### src/rtl/core/bwf_pkg.sv
// Shared types, constants and the exponent table of the bilateral window filter.
// Used by bwf_div and bilateral_window_filter; depends on nothing.
package bwf_pkg;

    localparam int IMG_DIM       = 256;
    localparam int COORD_W       = 8;
    localparam int NUM_CH        = 3;
    localparam int MAX_RAD       = 9;
    localparam int EXP_DEPTH     = 256;
    localparam int PIX_W         = 16;
    localparam int WT_W          = 17;
    localparam int ACC_W         = 42;
    localparam int WSUM_W        = 26;
    localparam int QUOT_W        = 17;
    localparam logic [31:0] EXP_STEP_Q32 = 32'd4034748383;

    typedef enum logic [2:0] {
        CFG_WIDTH  = 3'd0,
        CFG_HEIGHT = 3'd1,
        CFG_CHANS  = 3'd2,
        CFG_RADIUS = 3'd3,
        CFG_SPACE  = 3'd4,
        CFG_RANGE  = 3'd5
    } cfg_idx_t;

    typedef enum logic [2:0] {
        ST_IDLE,
        ST_CENTRE,
        ST_WALK,
        ST_DRAIN,
        ST_DIV,
        ST_DONE
    } state_t;

    typedef logic [WT_W-1:0] exp_rom_t [EXP_DEPTH];

    function automatic exp_rom_t build_rom();
        exp_rom_t    rom;
        logic [95:0] r;
        logic [95:0] p;
        r = 96'd1 << 32;
        for (int k = 0; k < EXP_DEPTH; k++) begin
            p = r + 96'h8000;
            rom[k] = p[16+WT_W-1:16];
            p = r * {64'd0, EXP_STEP_Q32} + 96'h8000_0000;
            r = p >> 32;
        end
        return rom;
    endfunction

    localparam exp_rom_t EXP_ROM = build_rom();

    typedef struct packed {
        logic                     start;
        logic signed [ACC_W-1:0]  num;
        logic [WSUM_W-1:0]        den;
    } div_req_t;

endpackage

### src/rtl/core/bwf_div.sv
// Bit-serial rounding divider with 16-bit saturation, one quotient bit per cycle.
// Depends on bwf_pkg.
module bwf_div (
    input  logic                           aclk,
    input  logic                           aresetn,
    input  bwf_pkg::div_req_t              req,
    output logic                           done,
    output logic signed [bwf_pkg::PIX_W-1:0] quot
);
    localparam int NW = bwf_pkg::ACC_W + 1;
    localparam int QW = bwf_pkg::QUOT_W;
    localparam int RW = bwf_pkg::WSUM_W + 1;

    logic                  busy_reg;
    logic [4:0]            cnt_reg;
    logic [RW-1:0]         rem_reg;
    logic [QW-1:0]         low_reg;
    logic [QW-1:0]         q_reg;
    logic [bwf_pkg::WSUM_W-1:0] den_reg;
    logic                  neg_reg;
    logic                  done_reg;
    logic signed [bwf_pkg::PIX_W-1:0] quot_reg;

    logic [bwf_pkg::ACC_W-1:0] mag;
    logic [NW-1:0]         n_full;
    logic [RW-1:0]         t;
    logic                  ge;
    logic [QW-1:0]         q_next;

    always_comb begin
        mag    = req.num[bwf_pkg::ACC_W-1] ? bwf_pkg::ACC_W'(-req.num) : req.num;
        n_full = {1'b0, mag} + NW'(req.den >> 1);
        t      = {rem_reg[RW-2:0], low_reg[QW-1]};
        ge     = t >= {1'b0, den_reg};
        q_next = {q_reg[QW-2:0], ge};
    end

    always_ff @(posedge aclk) begin
        if (!aresetn) begin
            busy_reg <= 1'b0;
            done_reg <= 1'b0;
        end else begin
            done_reg <= 1'b0;
            if (req.start) begin
                busy_reg <= 1'b1;
            end else if (busy_reg && cnt_reg == 5'd0) begin
                busy_reg <= 1'b0;
                done_reg <= 1'b1;
            end
        end
    end

    always_ff @(posedge aclk) begin
        if (req.start) begin
            cnt_reg <= 5'(QW - 1);
            rem_reg <= {1'b0, n_full[NW-1:QW]};
            low_reg <= n_full[QW-1:0];
            q_reg   <= '0;
            den_reg <= req.den;
            neg_reg <= req.num[bwf_pkg::ACC_W-1];
        end else if (busy_reg) begin
            cnt_reg <= cnt_reg - 5'd1;
            rem_reg <= ge ? t - {1'b0, den_reg} : t;
            low_reg <= {low_reg[QW-2:0], 1'b0};
            q_reg   <= q_next;
            if (cnt_reg == 5'd0) begin
                if (neg_reg) begin
                    quot_reg <= (q_next > QW'(32768)) ? 16'sh8000
                                                      : bwf_pkg::PIX_W'(-q_next);
                end else begin
                    quot_reg <= (q_next > QW'(32767)) ? 16'sh7fff
                                                      : bwf_pkg::PIX_W'(q_next);
                end
            end
        end
    end

    assign done = done_reg;
    assign quot = quot_reg;

    assert property (@(posedge aclk) disable iff (!aresetn) req.start |-> !busy_reg)
        else $error("divider restarted while busy");
    assert property (@(posedge aclk) disable iff (!aresetn) done_reg |-> !busy_reg)
        else $error("divider done while busy");
    assert property (@(posedge aclk) disable iff (!aresetn)
        busy_reg |-> rem_reg < {1'b0, den_reg})
        else $error("divider remainder out of range");

endmodule

### config.mk
export PLATFORM = sky130hd
export DESIGN_NAME = bwf_div
export DESIGN_NICKNAME = d
export VERILOG_FILES = /design/src/rtl/core/bwf_pkg.sv /design/src/rtl/core/bwf_div.sv
export SDC_FILE = /design/constraint.sdc
export NUM_CORES = 1
export LEC_CHECK = 0
export BUFFER_PORTS_ARGS = -buffer_cell sky130_fd_sc_hd__buf_4
export CORE_ASPECT_RATIO = 0.6
export CORE_MARGIN = 1
export CORE_UTILIZATION = 35
export CTS_CLUSTER_DIAMETER = 150
export DETAILED_ROUTE_END_ITERATION = 12
export PLACE_DENSITY_LB_ADDON = 0.12
export SLEW_MARGIN = 10
export SYNTH_ARGS = -nofsm -noshare
export SYNTH_HDL_FRONTEND = slang
export SYNTH_SLANG_ARGS = --single-unit
### constraint.sdc
create_clock -name aclk -period 5.2 [get_ports aclk]
set_input_delay 0.52 -clock aclk [delete_from_list [all_inputs] [get_ports aclk]]
set_output_delay 0.52 -clock aclk [all_outputs]
set_load 0.05 [all_outputs]
==> impl_metrics.ini <==
[cells_and_area]
drive_gt1_share_pct = 16.5
num-nets-final = 1186
syn2layout_area_growth_pct = 14.4
fillerInstances = 2427
final_design_area_no_fill_sq_um = 10200
fin_util_pct = 41.6
antenna_cells = 0

[setup_path]
path_class = reg2reg
crit_path_cell_trace = ha_1 -> nor2b_1 -> o31a_1 -> o211a_1 -> or3_1 -> a211oi_1 -> or2_1 -> ha_1 -> or3b_1 -> or3_1 -> or3_1 -> or4_4 -> a21o_2 -> buf_4 -> o21ai_0 -> nand2_1 -> o311ai_1
worstPathArrival_ns = 5.19
r2r_cells = 17
critPathMaxFanout = 8
cp_slowest_stage_delay_ns = 0.45
endpoint_kind = flop
worst_path_most_repeated_cell = or3_1
path_buf_inv = 1
reg2reg_from = rem_reg[0]
start_kind = flop
required_ns = 5.38
r2r_slack_ns = 0.19
crit_family = simple AND/OR/NAND/NOR gates
slowest_stage = or4_4
r2r-end = quot[6]

[pwr]
p_total_mw = 3.94
p_comb_share_pct = 51.3
ir_drop_mv = 0.211
swShare_pct = 41.3
p_int_mw = 2.31
leakage_nw = 4.06
pwr-share-clk_pct = 17.3
cellPowerDensity_nw_per_um2 = 385
p_sw_mw = 1.63
seq_power_share_pct = 31.4

[die]
io_pins = 88
die_area_sq_um = 26200
die-width_um = 208
coreArea_sq_um = 24600
initial_core_util_pct = 36.4
fp-row-count = 44
die_h_um = 126

[grt]
grt_pass1_vias = 6606
grt_max_degree = 71
grt_pass1_wl_um = 41000
grt_overflow = 0
antenna_found_initial = 0
track_usage_pct = 20.6

[yosys]
syn_area_per_cell_sq_um = 9.08
ys_seq_area_share_pct = 34.0
synthCells = 985
netlist_area_sq_um = 8950
synth.top_cells.by_count = edfxtp_1 (86), nand2_1 (75), nor2_1 (75)
synth.most_common_cell = edfxtp_1
yosysTopAreaCell = edfxtp_1
synth_nets = 1115
synth-edff-count = 86
synth.yosys.warnings = 0
yosysUniqueCellTypes = 90
ys_ff_latch = 109
synth_top_area_share_pct = 28.9
synthFlopType = edfxtp_1
synthArstFlopShare_pct = 0
ys_top_cells_by_area = edfxtp_1 (29%), ha_1 (8.0%), xnor2_1 (5.3%)

[cts]
cts_made_buffers = 9
cts_resized = 0
cts_tree = built
clockRootBuffer = clkbuf_16
post-cts-setup-buffer-count = 0
clkSinkCount = 109
ctsHtreeMaxLevel = 3
clk_pin_slew_ns = 0.07
clkLatencyLatePin_ns = 0.37
cts_buffer_depth = 2
hold_buffers = 0

[run_status]
outcome = complete, no violations

[timing]
tns_ns = 0
fin_skew_ns = 0.00979
slew_headroom_pct = 43.4
layout_min_cycle_time_ns = 5.01
setup_violations = 0
worst_pin_slew_ns = 0.842
drv_slew = 0
final.period_utilization_pct = 96.4
hold_violations = 0
clock.fmax_mhz = 199
rsz0062_at_grt = no
finalWorstSetupSlack_ns = 0.187

[placement]
dp_slack_ns = 0.161
dpl.hpwl_um = 21100
place_congestion = 0.878
port_buffers = 87
place_area_sq_um = 9930

[detailed_routing]
avgViaCountPerCell = 5.56
drt_iter0_markers = 777
routed_wl_um = 26900
ant_nets = 0
firstDrtPassIters = 5
wl_per_cell_um = 19.5
drc = 0
num_vias = 7688

[min_path]
hold_path_startpoint = req[0]
min_to = den_reg[0]
hp-class = in2reg
hold_depth = 1

[job]
cap_violations = 0
[cells by family (layout without fill, tap and decap cells)]
group	count (synthesis)	in the layout	synth area share (%)
simple gates	314	314	18.8
fa+ha+maj	59	59	8.42
flops	109	109	34.0
mux	40	40	4.73
compound gates	273	273	20.3
buf+inv	99	175	4.90
xor+xnor	91	91	8.91
[worst register-to-register path, cell delays in order, from the launching register on]
cell and delay, ns:
edfxtp_1 0.42, ha_1 0.32, nor2b_1 0.14, o31a_1 0.28, o211a_1 0.27, or3_1 0.41
a211oi_1 0.23, or2_1 0.16, ha_1 0.17, or3b_1 0.38, or3_1 0.37, or3_1 0.40
or4_4 0.45, a21o_2 0.31, buf_4 0.17, o21ai_0 0.16, nand2_1 0.07, o311ai_1 0.10
[layout make-up]
| class | count | area, sq um | share of cell area (%) |
|---|---|---|---|
| repair buffers | 110 | 826 | 8.07 |
| multi-input cells | 777 | 5500 | 53.8 |
| well taps | 322 | 403 | 3.94 |
| flip-flops and latches | 109 | 3040 | 29.7 |
| clock inverters | 6 | 46.3 | 0.452 |
| clock buffers | 10 | 229 | 2.24 |
| inverters | 49 | 184 | 1.80 |
[worst max-delay path by stage]
stage	start	end	slack (ns)	depth (start not counted)
6_report	rem_reg[0]	quot[6]	0.19	17
5_1_grt	rem_reg[0]	quot[9]	0.005	17
3_3_place_gp	rem_reg[0]	quot[3]	0.24	15
2_1_floorplan	rem_reg[0]	quot[10]	0.02	20
3_5_place_dp	req[31]	rem_reg[22]	0.16	18
4_1_cts	rem_reg[0]	quot[3]	0.16	15
[through the flow]
| step | std cells | hold WS, ns |
|---|---|---|
| 5_1_grt | 1383 | 0.320 |
| 3_5_place_dp | 1367 | 0.501 |
| 4_1_cts | 1383 | 0.327 |
| 2_1_floorplan | 985 | 0.465 |
| 6_report | 1383 | 0.340 |
| 3_3_place_gp | 1367 | 0.493 |
[power groups by stage]
stage          Clock [mW]  Combinational (mW)  Sequential, mW
6_report            0.682                2.02            1.24
3_3_place_gp            0                1.98            1.25
4_1_cts             0.705                1.98            1.24
2_1_floorplan           0                1.42            1.22
3_5_place_dp            0                1.96            1.25
5_1_grt             0.732                2.23            1.25
[layer usage]
layer	share of wire (%)	wire length [um]	vias up	global-route usage, %
met5	0	0	-	0
met2	35	9310	279	23.5
li1	-	-	3826	-
met3	7.2	1930	10	4.21
met1	58	15600	3573	36.4
met4	0.42	114	0	3.49
[layout by cell type, fill, tap and decap left out, types with 12 or more instances in the layout]
| cell | synthesis | layout |
|---|---|---|
| nand3_1 | 25 | 25 |
| xnor2_1 | 54 | 54 |
| o21ai_0 | 61 | 61 |
| mux2_2 | 18 | 18 |
| inv_1 | 49 | 49 |
| o31ai_1 | 13 | 13 |
| nor3_1 | 27 | 26 |
| a211oi_1 | 23 | 23 |
| nor2_1 | 75 | 75 |
| buf_4 | 0 | 110 |
| dfxtp_1 | 23 | 23 |
| nor4_1 | 12 | 12 |
| or3_1 | 14 | 14 |
| ha_1 | 57 | 57 |
| mux2i_1 | 22 | 22 |
| nand2_1 | 75 | 75 |
| edfxtp_1 | 86 | 86 |
| xor2_1 | 37 | 37 |
| a21o_1 | 24 | 23 |
| a21oi_1 | 67 | 67 |
No activity file was read; power rests on OpenSTA's default activity.
